File: config.mk
export PLATFORM = sky130hd
export DESIGN_NAME = keyframe_color_lerp
export DESIGN_NICKNAME = d
export VERILOG_FILES = /design/src/rtl/kcl_pkg.sv /design/src/rtl/keyframe_color_lerp.sv /design/src/rtl/kcl_ctrl.sv /design/src/rtl/kcl_datapath.sv
export SDC_FILE = /design/constraint.sdc
export NUM_CORES = 2
export LEC_CHECK = 0
export BUFFER_PORTS_ARGS = -buffer_cell sky130_fd_sc_hd__buf_2
export CORE_ASPECT_RATIO = 1.5
export CORE_MARGIN = 3
export CORE_UTILIZATION = 63
export DETAILED_ROUTE_END_ITERATION = 10
export GPL_TIMING_DRIVEN = 0
export PLACE_DENSITY = 0.8
export SYNTH_ARGS = -nofsm -noshare
export SYNTH_HDL_FRONTEND = slang
export SYNTH_SLANG_ARGS = --single-unit
File: constraint.sdc
create_clock -name aclk -period 14.9 [get_ports aclk]
set_input_delay 1.49 -clock aclk [delete_from_list [all_inputs] [get_ports aclk]]
set_output_delay 1.49 -clock aclk [all_outputs]
set_load 0.005 [all_outputs]
File: src/rtl/kcl_pkg.sv
`default_nettype none
package kcl_pkg;
    localparam int TABLE_DEPTH_DEF = 16;
    localparam int NUM_CHAN = 9;

    localparam logic [1:0] CFG_MODE = 2'd0;
    localparam logic [1:0] CFG_LOOP = 2'd1;
    localparam logic [1:0] CFG_KEYS = 2'd2;

    localparam logic ACT_LOAD = 1'b0;
    localparam logic ACT_TICK = 1'b1;

    typedef enum logic [3:0] {
        ST_IDLE,
        ST_MOD,
        ST_DISPATCH,
        ST_SEARCH,
        ST_FETCH,
        ST_LATCH,
        ST_CHAN,
        ST_DIV,
        ST_STORE,
        ST_EMIT,
        ST_WAIT
    } state_t;

    typedef struct packed {
        logic load_table;
        logic start_mod;
        logic clear_search;
        logic step_search;
        logic fetch_manual;
        logic fetch_seg;
        logic latch_seg;
        logic prep_chan;
        logic store_chan;
        logic out_load;
    } cmd_t;

    typedef struct packed {
        logic mod_done;
        logic manual;
        logic search_done;
        logic div_done;
        logic last_chan;
        logic out_busy;
    } status_t;
endpackage
`default_nettype wire

File: src/rtl/keyframe_color_lerp.sv
// Keyframe color animation unit.
// Input channel s_*: an action of load writes one table entry (key time,
// primary RGBA+LOD, environment RGBA) and produces no result. A tick
// reduces s_frame_value modulo loop_length and gives one m_* transaction.
// Manual mode looks the reduced frame up directly; linear mode searches
// the keys and blends the nine channels with an exact signed division.
// A load is written while idle. A tick runs the restoring modulo, a
// dispatch, then in linear mode a search that reads and compares one key
// at a time and a fetch of the segment, then one restoring division per
// channel for the nine channels on a shared divider. The modulo and the
// divider both work one bit a cycle, and one tick is processed at a time;
// the next transaction is taken once the block is back in its idle state.
// The result register holds its transaction while m_ready is low; the
// next tick finishes its work and waits only at the final handoff.
// Reset restores interp_mode 1, loop_length 1, key_total 2 and drops any
// pending result. The table is undefined until written.
// Config writes (cfg_we, cfg_index, cfg_data) are to be made only while idle; the block itself does not enforce this.
`default_nettype none
module keyframe_color_lerp #(
    parameter int TABLE_DEPTH = kcl_pkg::TABLE_DEPTH_DEF
) (
    input  wire logic        aclk,
    input  wire logic        aresetn,
    input  wire logic        cfg_we,
    input  wire logic [1:0]  cfg_index,
    input  wire logic [15:0] cfg_data,
    input  wire logic        s_valid,
    output logic             s_ready,
    input  wire logic        s_action,
    input  wire logic [3:0]  s_entry_index,
    input  wire logic [31:0] s_frame_value,
    input  wire logic [31:0] s_prim_rgba,
    input  wire logic [7:0]  s_prim_lod,
    input  wire logic [31:0] s_env_rgba,
    output logic             m_valid,
    input  wire logic        m_ready,
    output logic [7:0]       m_prim_red,
    output logic [7:0]       m_prim_green,
    output logic [7:0]       m_prim_blue,
    output logic [7:0]       m_prim_alpha,
    output logic [7:0]       m_prim_level,
    output logic [7:0]       m_env_red,
    output logic [7:0]       m_env_green,
    output logic [7:0]       m_env_blue,
    output logic [7:0]       m_env_alpha,
    output logic             m_index_error
);
    import kcl_pkg::*;

    cmd_t        cmd;
    status_t     sts;
    logic [71:0] chan;

    kcl_ctrl u_ctrl (
        .aclk(aclk), .aresetn(aresetn), .in_valid(s_valid), .in_action(s_action),
        .in_ready(s_ready), .sts(sts), .cmd(cmd)
    );

    kcl_datapath #(.TABLE_DEPTH(TABLE_DEPTH)) u_dp (
        .aclk(aclk), .aresetn(aresetn), .cfg_we(cfg_we), .cfg_index(cfg_index),
        .cfg_data(cfg_data), .in_entry(s_entry_index), .in_frame(s_frame_value),
        .in_prim(s_prim_rgba), .in_lod(s_prim_lod), .in_env(s_env_rgba),
        .cmd(cmd), .sts(sts), .out_valid(m_valid), .out_ready(m_ready),
        .out_chan(chan), .out_err(m_index_error)
    );

    assign {m_prim_red, m_prim_green, m_prim_blue, m_prim_alpha, m_prim_level,
            m_env_red, m_env_green, m_env_blue, m_env_alpha} = chan;
endmodule
`default_nettype wire

File: src/rtl/kcl_ctrl.sv
`default_nettype none
module kcl_ctrl (
    input  wire logic            aclk,
    input  wire logic            aresetn,
    input  wire logic            in_valid,
    input  wire logic            in_action,
    output logic                 in_ready,
    input  wire kcl_pkg::status_t sts,
    output kcl_pkg::cmd_t        cmd
);
    import kcl_pkg::*;

    state_t state_reg, state_next;

    always_ff @(posedge aclk) begin
        if (!aresetn) begin
            state_reg <= ST_IDLE;
        end else begin
            state_reg <= state_next;
        end
    end

    always_comb begin
        state_next = state_reg;
        unique case (state_reg)
            ST_IDLE: begin
                if (in_valid && in_action == ACT_TICK) state_next = ST_MOD;
            end
            ST_MOD:      if (sts.mod_done) state_next = ST_DISPATCH;
            ST_DISPATCH: state_next = sts.manual ? ST_LATCH : ST_SEARCH;
            ST_SEARCH:   if (sts.search_done) state_next = ST_FETCH;
            ST_FETCH:    state_next = ST_LATCH;
            ST_LATCH:    state_next = ST_CHAN;
            ST_CHAN:     state_next = ST_DIV;
            ST_DIV:      if (sts.div_done) state_next = ST_STORE;
            ST_STORE:    state_next = sts.last_chan ? ST_WAIT : ST_CHAN;
            ST_WAIT:     if (!sts.out_busy) state_next = ST_EMIT;
            ST_EMIT:     state_next = ST_IDLE;
            default:     state_next = ST_IDLE;
        endcase
    end

    always_comb begin
        cmd = '0;
        in_ready = 1'b0;
        unique case (state_reg)
            ST_IDLE: begin
                in_ready = 1'b1;
                cmd.load_table = in_valid && in_action == ACT_LOAD;
                cmd.start_mod = in_valid && in_action == ACT_TICK;
            end
            ST_DISPATCH: begin
                cmd.clear_search = 1'b1;
                cmd.fetch_manual = sts.manual;
            end
            ST_SEARCH: cmd.step_search = 1'b1;
            ST_FETCH:  cmd.fetch_seg = 1'b1;
            ST_LATCH:  cmd.latch_seg = 1'b1;
            ST_CHAN:   cmd.prep_chan = 1'b1;
            ST_STORE:  cmd.store_chan = 1'b1;
            ST_EMIT:   cmd.out_load = 1'b1;
            default: ;
        endcase
    end
endmodule
`default_nettype wire

File: src/rtl/kcl_datapath.sv
`default_nettype none
module kcl_datapath #(
    parameter int TABLE_DEPTH = kcl_pkg::TABLE_DEPTH_DEF
) (
    input  wire logic             aclk,
    input  wire logic             aresetn,
    input  wire logic             cfg_we,
    input  wire logic [1:0]       cfg_index,
    input  wire logic [15:0]      cfg_data,
    input  wire logic [3:0]       in_entry,
    input  wire logic [31:0]      in_frame,
    input  wire logic [31:0]      in_prim,
    input  wire logic [7:0]       in_lod,
    input  wire logic [31:0]      in_env,
    input  wire kcl_pkg::cmd_t    cmd,
    output kcl_pkg::status_t      sts,
    output logic                  out_valid,
    input  wire logic             out_ready,
    output logic [71:0]           out_chan,
    output logic                  out_err
);
    import kcl_pkg::*;

    localparam int IW = (TABLE_DEPTH > 1) ? $clog2(TABLE_DEPTH) : 1;
    localparam int KW = $clog2(TABLE_DEPTH + 1);

    logic        mode_reg;
    logic [15:0] loop_reg;
    logic [4:0]  keys_reg;

    always_ff @(posedge aclk) begin
        if (!aresetn) begin
            mode_reg <= 1'b1;
            loop_reg <= 16'd1;
            keys_reg <= 5'd2;
        end else if (cfg_we) begin
            if (cfg_index == CFG_MODE) mode_reg <= cfg_data[0];
            if (cfg_index == CFG_LOOP) loop_reg <= cfg_data;
            if (cfg_index == CFG_KEYS) keys_reg <= cfg_data[4:0];
        end
    end

    // Table memory: one write port, one registered read port.
    logic [87:0] mem [TABLE_DEPTH];
    logic [IW-1:0] rd_addr;
    logic [87:0] rd_data_reg;

    always_ff @(posedge aclk) begin
        if (cmd.load_table && 32'(in_entry) < TABLE_DEPTH) begin
            mem[IW'(in_entry)] <= {in_frame[15:0], in_prim, in_lod, in_env};
        end
        rd_data_reg <= mem[rd_addr];
    end

    // Restoring modulo, one quotient bit per cycle.
    logic [32:0] rem_reg;
    logic [31:0] dvd_reg;
    logic [5:0]  mcnt_reg;
    logic        mbusy_reg;
    logic [16:0] len;
    logic [32:0] rem_sh;
    assign len = (loop_reg == 16'd0) ? 17'h10000 : {1'b0, loop_reg};
    assign rem_sh = {rem_reg[31:0], dvd_reg[31]};

    always_ff @(posedge aclk) begin
        if (!aresetn) begin
            mbusy_reg <= 1'b0;
            mcnt_reg <= '0;
        end else if (cmd.start_mod) begin
            mbusy_reg <= 1'b1;
            mcnt_reg <= '0;
        end else if (mbusy_reg) begin
            mcnt_reg <= mcnt_reg + 6'd1;
            if (mcnt_reg == 6'd31) mbusy_reg <= 1'b0;
        end
    end

    always_ff @(posedge aclk) begin
        if (cmd.start_mod) begin
            rem_reg <= '0;
            dvd_reg <= in_frame;
        end else if (mbusy_reg) begin
            dvd_reg <= {dvd_reg[30:0], 1'b0};
            rem_reg <= (rem_sh >= {16'd0, len}) ? rem_sh - {16'd0, len} : rem_sh;
        end
    end

    logic [16:0] frame;
    assign frame = rem_reg[16:0];

    // Keyframe search, one entry at a time, each read before it is compared.
    logic [KW-1:0] k_eff;
    logic [KW-1:0] srch_reg;
    logic          sfound_reg;
    logic          sphase_reg;
    logic          past_reg;
    logic [IW-1:0] seg_reg;

    always_comb begin
        if (keys_reg < 5'd2) k_eff = KW'(2);
        else if (32'(keys_reg) > TABLE_DEPTH) k_eff = KW'(TABLE_DEPTH);
        else k_eff = KW'(keys_reg);
    end

    always_ff @(posedge aclk) begin
        if (cmd.clear_search) begin
            srch_reg <= KW'(1);
            sphase_reg <= 1'b0;
            sfound_reg <= 1'b0;
            past_reg <= 1'b0;
        end else if (cmd.step_search) begin
            if (!sphase_reg) begin
                sphase_reg <= 1'b1;
            end else begin
                sphase_reg <= 1'b0;
                if (frame < {1'b0, rd_data_reg[87:72]}) begin
                    sfound_reg <= 1'b1;
                    seg_reg <= srch_reg[IW-1:0];
                end else if (srch_reg + KW'(1) >= k_eff) begin
                    sfound_reg <= 1'b1;
                    past_reg <= 1'b1;
                    seg_reg <= IW'(k_eff - KW'(1));
                end else begin
                    srch_reg <= srch_reg + KW'(1);
                end
            end
        end
    end

    // Read address: manual lookup; else search walk, earlier segment entry, then the later.
    logic          manual_reg;
    logic          err_reg;
    logic [1:0]    fsel_reg;
    always_comb begin
        rd_addr = srch_reg[IW-1:0];
        if (cmd.fetch_manual) rd_addr = IW'(frame);
        else if (cmd.fetch_seg) rd_addr = past_reg ? seg_reg : seg_reg - IW'(1);
        else if (cmd.latch_seg) rd_addr = seg_reg;
    end

    logic [71:0] lo_reg, hi_reg;
    logic        hold_reg;
    logic signed [17:0] a_reg;
    logic [15:0] lo_start_reg;
    logic [15:0] hi_start_reg;

    always_ff @(posedge aclk) begin
        if (cmd.clear_search) begin
            manual_reg <= !mode_reg;
            err_reg <= !mode_reg && 32'(frame) >= TABLE_DEPTH;
            fsel_reg <= cmd.fetch_manual ? 2'd1 : 2'd0;
        end
        if (cmd.fetch_seg) fsel_reg <= 2'd1;
        if (cmd.latch_seg) begin
            lo_reg <= rd_data_reg[71:0];
            hold_reg <= manual_reg || past_reg;
            a_reg <= $signed({1'b0, frame}) - $signed({2'b0, rd_data_reg[87:72]});
        end
        if (cmd.prep_chan && fsel_reg == 2'd1) begin
            hi_reg <= rd_data_reg[71:0];
            fsel_reg <= 2'd2;
        end
    end

    always_ff @(posedge aclk) begin
        if (cmd.latch_seg) lo_start_reg <= rd_data_reg[87:72];
    end

    always_ff @(posedge aclk) begin
        if (cmd.prep_chan && fsel_reg == 2'd1) hi_start_reg <= rd_data_reg[87:72];
    end

    // Channel loop with a shared signed divider.
    // The first channel is formed while the later entry is still in the read register.
    logic [3:0] ch_reg;
    logic [7:0] lo_c, hi_c;
    always_comb begin
        lo_c = lo_reg[8*(8-ch_reg) +: 8];
        hi_c = (fsel_reg == 2'd1) ? rd_data_reg[8*(8-ch_reg) +: 8]
                                  : hi_reg[8*(8-ch_reg) +: 8];
    end

    logic signed [17:0] bseg;
    assign bseg = $signed({2'b0, hi_start_reg}) - $signed({2'b0, lo_start_reg});

    logic signed [27:0] prod_reg;
    logic               neg_reg;
    logic [26:0]        num_reg;
    logic [26:0]        q_reg;
    logic [27:0]        r_reg;
    logic [17:0]        den_reg;
    logic [4:0]         dcnt_reg;
    logic               dbusy_reg;
    logic               dphase_reg;
    logic [27:0]        r_sh;
    assign r_sh = {r_reg[26:0], num_reg[26]};

    always_ff @(posedge aclk) begin
        if (!aresetn) begin
            dbusy_reg <= 1'b0;
            dphase_reg <= 1'b0;
        end else if (cmd.prep_chan) begin
            dphase_reg <= 1'b1;
        end else if (dphase_reg) begin
            dphase_reg <= 1'b0;
            dbusy_reg <= 1'b1;
        end else if (dbusy_reg && dcnt_reg == 5'd26) begin
            dbusy_reg <= 1'b0;
        end
    end

    always_ff @(posedge aclk) begin
        if (cmd.prep_chan) begin
            prod_reg <= 28'(a_reg * $signed({1'b0, hi_c} - {1'b0, lo_c}));
        end else if (dphase_reg) begin
            neg_reg <= prod_reg[27] ^ bseg[17];
            num_reg <= prod_reg[27] ? 27'(-prod_reg) : prod_reg[26:0];
            den_reg <= bseg[17] ? 18'(-bseg) : 18'(bseg);
            r_reg <= '0;
            q_reg <= '0;
            dcnt_reg <= '0;
        end else if (dbusy_reg) begin
            num_reg <= {num_reg[25:0], 1'b0};
            dcnt_reg <= dcnt_reg + 5'd1;
            if (r_sh >= {10'd0, den_reg}) begin
                r_reg <= r_sh - {10'd0, den_reg};
                q_reg <= {q_reg[25:0], 1'b1};
            end else begin
                r_reg <= r_sh;
                q_reg <= {q_reg[25:0], 1'b0};
            end
        end
    end

    logic [71:0] acc_reg;
    logic [7:0]  qv;
    always_comb begin
        qv = neg_reg ? 8'(-q_reg[7:0]) : q_reg[7:0];
    end

    always_ff @(posedge aclk) begin
        if (cmd.latch_seg) ch_reg <= '0;
        else if (cmd.store_chan) begin
            acc_reg[8*(8-ch_reg) +: 8] <= (hold_reg || bseg <= 0) ? lo_c : lo_c + qv;
            ch_reg <= ch_reg + 4'd1;
        end
    end

    always_ff @(posedge aclk) begin
        if (!aresetn) out_valid <= 1'b0;
        else if (cmd.out_load) out_valid <= 1'b1;
        else if (out_ready) out_valid <= 1'b0;
    end

    always_ff @(posedge aclk) begin
        if (cmd.out_load) begin
            out_chan <= err_reg ? 72'd0 : acc_reg;
            out_err <= err_reg;
        end
    end

    assign sts.mod_done = !mbusy_reg && !cmd.start_mod;
    assign sts.manual = !mode_reg;
    assign sts.search_done = sfound_reg;
    assign sts.div_done = !dbusy_reg && !dphase_reg && !cmd.prep_chan;
    assign sts.last_chan = ch_reg == 4'd8;
    assign sts.out_busy = out_valid && !out_ready;
endmodule
`default_nettype wire

==> results.md <==
* RSZ-0062 raised after global routing: no
* Final nets at about 7800
* Post-CTS repair timing setup buffer count at 0
* Root buf cell: clkbuf_16
* Crit-path max FO at 10
* Hold path start: u_dp.rd_data_reg[60]$_DFF_P_
* Clk Latency, worst-skew pair at 840 ps
* Number of remaining DRC errors at 0
* TritonCTS buffer count at 179
* Worst rel slew slack at -0.0352
* Share of cells above drive strength 1 at 0.0932
* CTS-repair resized insts at 0
* GRT overflow at 0
* RR Endpoint: u_dp.prod_reg[26]$_DFFE_PP_
* Pre-antenna DRT Iters at 6
* Dpl cells at ~9000
* Number of flops mapped to enable cells by yosys at roughly 1900
* CP max-delay cell: xor2_1
* Largest net degree at the start of global routing at 73
* Area grow syn2layout at 12.2%
* Sequential share of the synthesized area at 0.666
* DR iter-0 viols at around 6500
* Max cap viols at 2
* Hold EP: u_dp.hi_reg[60]$_DFFE_PP_
* Tot GR Track Use at 0.323
* Cell Count, Final, Fillers Out at 9403
* Synth area leaders: edfxtp_1, nand2_1, a211oi_1, dfxtp_1, fa_1
* Most used cell, CP: clkbuf_1
* Net Count, Synth at 7297
* Syn Inst Count at ~7000
* Largest area contributor in the netlist: edfxtp_1
* Synth top area share at 0.628
* Sinks on Clock Net at slightly above 2000
* Mapped Area at 90800 um2
* Worst-path clk slew at about 60 ps
* Crit path DAT at around 15000 ps
* Full die area at 149000 um2
* Main synth FF type: edfxtp_1
* WHS Path Cells at 0
* Final worst path period share at 0.943
* Core area at between 100000 and 150000 um2
* Crit. End Element: flip-flop
* GP Congestion at around 0.94
* Fin crit period at between 10000 and 15000 ps
* Wire per inst at around 26 um
* Fmax at roughly 71 MHz
* Max reg flops at 1408
* Die Span Y at 471 um
* CTS Hold Buffers Added at 0
* Row count at 170
* Vias in the first global route at 60300
* R2R depth at 39
* Post-DRT Antenna Nets at 0
* WHS at between 400 and 500 ps
* H-tree depth at 4
* Worst path max stage delay at 820 ps
* Syn avg cell area at about 13 um2
* Slew Viols, Final at 22
* Startpoint types: flip-flop
* Antenna violations before repair at 32
* Final setup vio count at 0
* Fin Clk Skew at between 20 and 30 ps
* Post-synth cell types at 77
* Register bit total from synthesis at ~2100
* Status: finished with violations
* Post-DP HPWL at approximately 170 mm
* Reg-to-Reg Start: u_dp.ch_reg[0]$_SDFFE_PP0P_
* R2R Setup Slk at about 850 ps
* Sequential cell area at 60400 um2
* Setup CP Type: reg2reg
* Worst min-delay path class: reg2reg
* Ports at 207
* WP data required at ~15000 ps
* Vias at 59900
* CTS Buffer Depth at 3
* Number of port buffers at ~210
* Filler cells at roughly 9100
* First-pass GRT wire length at between 300 and 400 mm
* Violated checks: capacitance limit, slew limit
* Worst-margin pin slew at 1550 ps
* Synth warn at 0
* CTS tree: yes
* Via/cell ratio at between 6 and 7
* Area of the multi-input gates at roughly 28000 um2
* Pre-CTS setup slack at 693 ps
* Setup TNS at 0 ps
* Worst setup margin at 852 ps
* Final Hold Fails at 0
* Routed wire length at 241 mm
* Die Width at around 320 um
* Post-synth ARST share at 0
* Initial Util at 0.634
[logic make-up after synthesis]
kind of cell    Yosys count  share of synthesized area
xor+xnor                161                     0.0155
other cells               1                  0.0000413
buf+inv                 653                     0.0270
fa+ha+maj               302                     0.0532
flops                  2069                      0.666
mux                     101                     0.0181
compound gates         1476                      0.111
simple gates           2100                      0.109
[how the worst max path moves through the flow]
stage               depth (start not counted)                        start                     endpoint
global route                               39  u_dp.ch_reg[0]$_SDFFE_PP0P_  u_dp.prod_reg[26]$_DFFE_PP_
detailed placement                         41  u_dp.ch_reg[0]$_SDFFE_PP0P_  u_dp.prod_reg[26]$_DFFE_PP_
CTS                                        41  u_dp.ch_reg[0]$_SDFFE_PP0P_  u_dp.prod_reg[26]$_DFFE_PP_
floorplan                                  41  u_dp.ch_reg[0]$_SDFFE_PP0P_  u_dp.prod_reg[26]$_DFFE_PP_
global placement                            5                      s_valid    u_dp.mem[0][41]$_DFFE_PP_
finish                                     39  u_dp.ch_reg[0]$_SDFFE_PP0P_  u_dp.prod_reg[26]$_DFFE_PP_
[synthesized netlist by cell type, types with 162 or more instances]
cell type	number
clkbuf_1	368
a21oi_1	328
nor2_1	280
inv_1	252
edfxtp_1	1899
a31oi_1	190
dfxtp_1	170
nand2_1	1009
a211oi_1	464
and2_1	409
a311oi_1	177
ha_1	162
[per-layer routing]
| layer | wire, um | GRT usage |
|---|---|---|
| met5 | 101 | 0 |
| met4 | 18500 | 0.220 |
| met3 | 22700 | 0.0729 |
| met2 | 121000 | 0.548 |
| met1 | 78800 | 0.363 |
[area by class of cell]
class                   instances  share of cell area
clock inverters               111              0.0117
diodes                         21            0.000516
plain buffers                 400              0.0149
well taps                    1892              0.0233
multi-input cells            4141               0.276
flip-flops and latches       2069               0.594
inverters                     253             0.00933
clock buffers                 224              0.0466
repair buffers                292              0.0246
[metrics by stage]
step                area (um2)  utilization
global route            102000        0.711
detailed placement       95800        0.669
finish                  102000        0.711
global placement         94200        0.658
CTS                     102000        0.710
floorplan                90800            -
[placed cells by master, fill, tap and decap left out, types with 181 or more instances in the layout]
cell       count
edfxtp_1    1899
nand2_1     1009
a211oi_1     464
and2_1       408
clkbuf_1     398
a21oi_1      327
nor2_1       266
inv_1        252
buf_2        209
a31oi_1      190
clkbuf_16    181
[critical path, delay by kind of cell (launching register included)]
kind / cells / cell delay (ps)
compound gates: 8 / 2230
xor+xnor: 2 / 970
fa+ha+maj: 8 / 3670
buf+inv: 14 / 5400
flops: 1 / 340
mux: 1 / 260
simple gates: 6 / 870
Power is not shown: default switching activity piles up to over one toggle a cycle in this logic, so the estimate is an artifact.
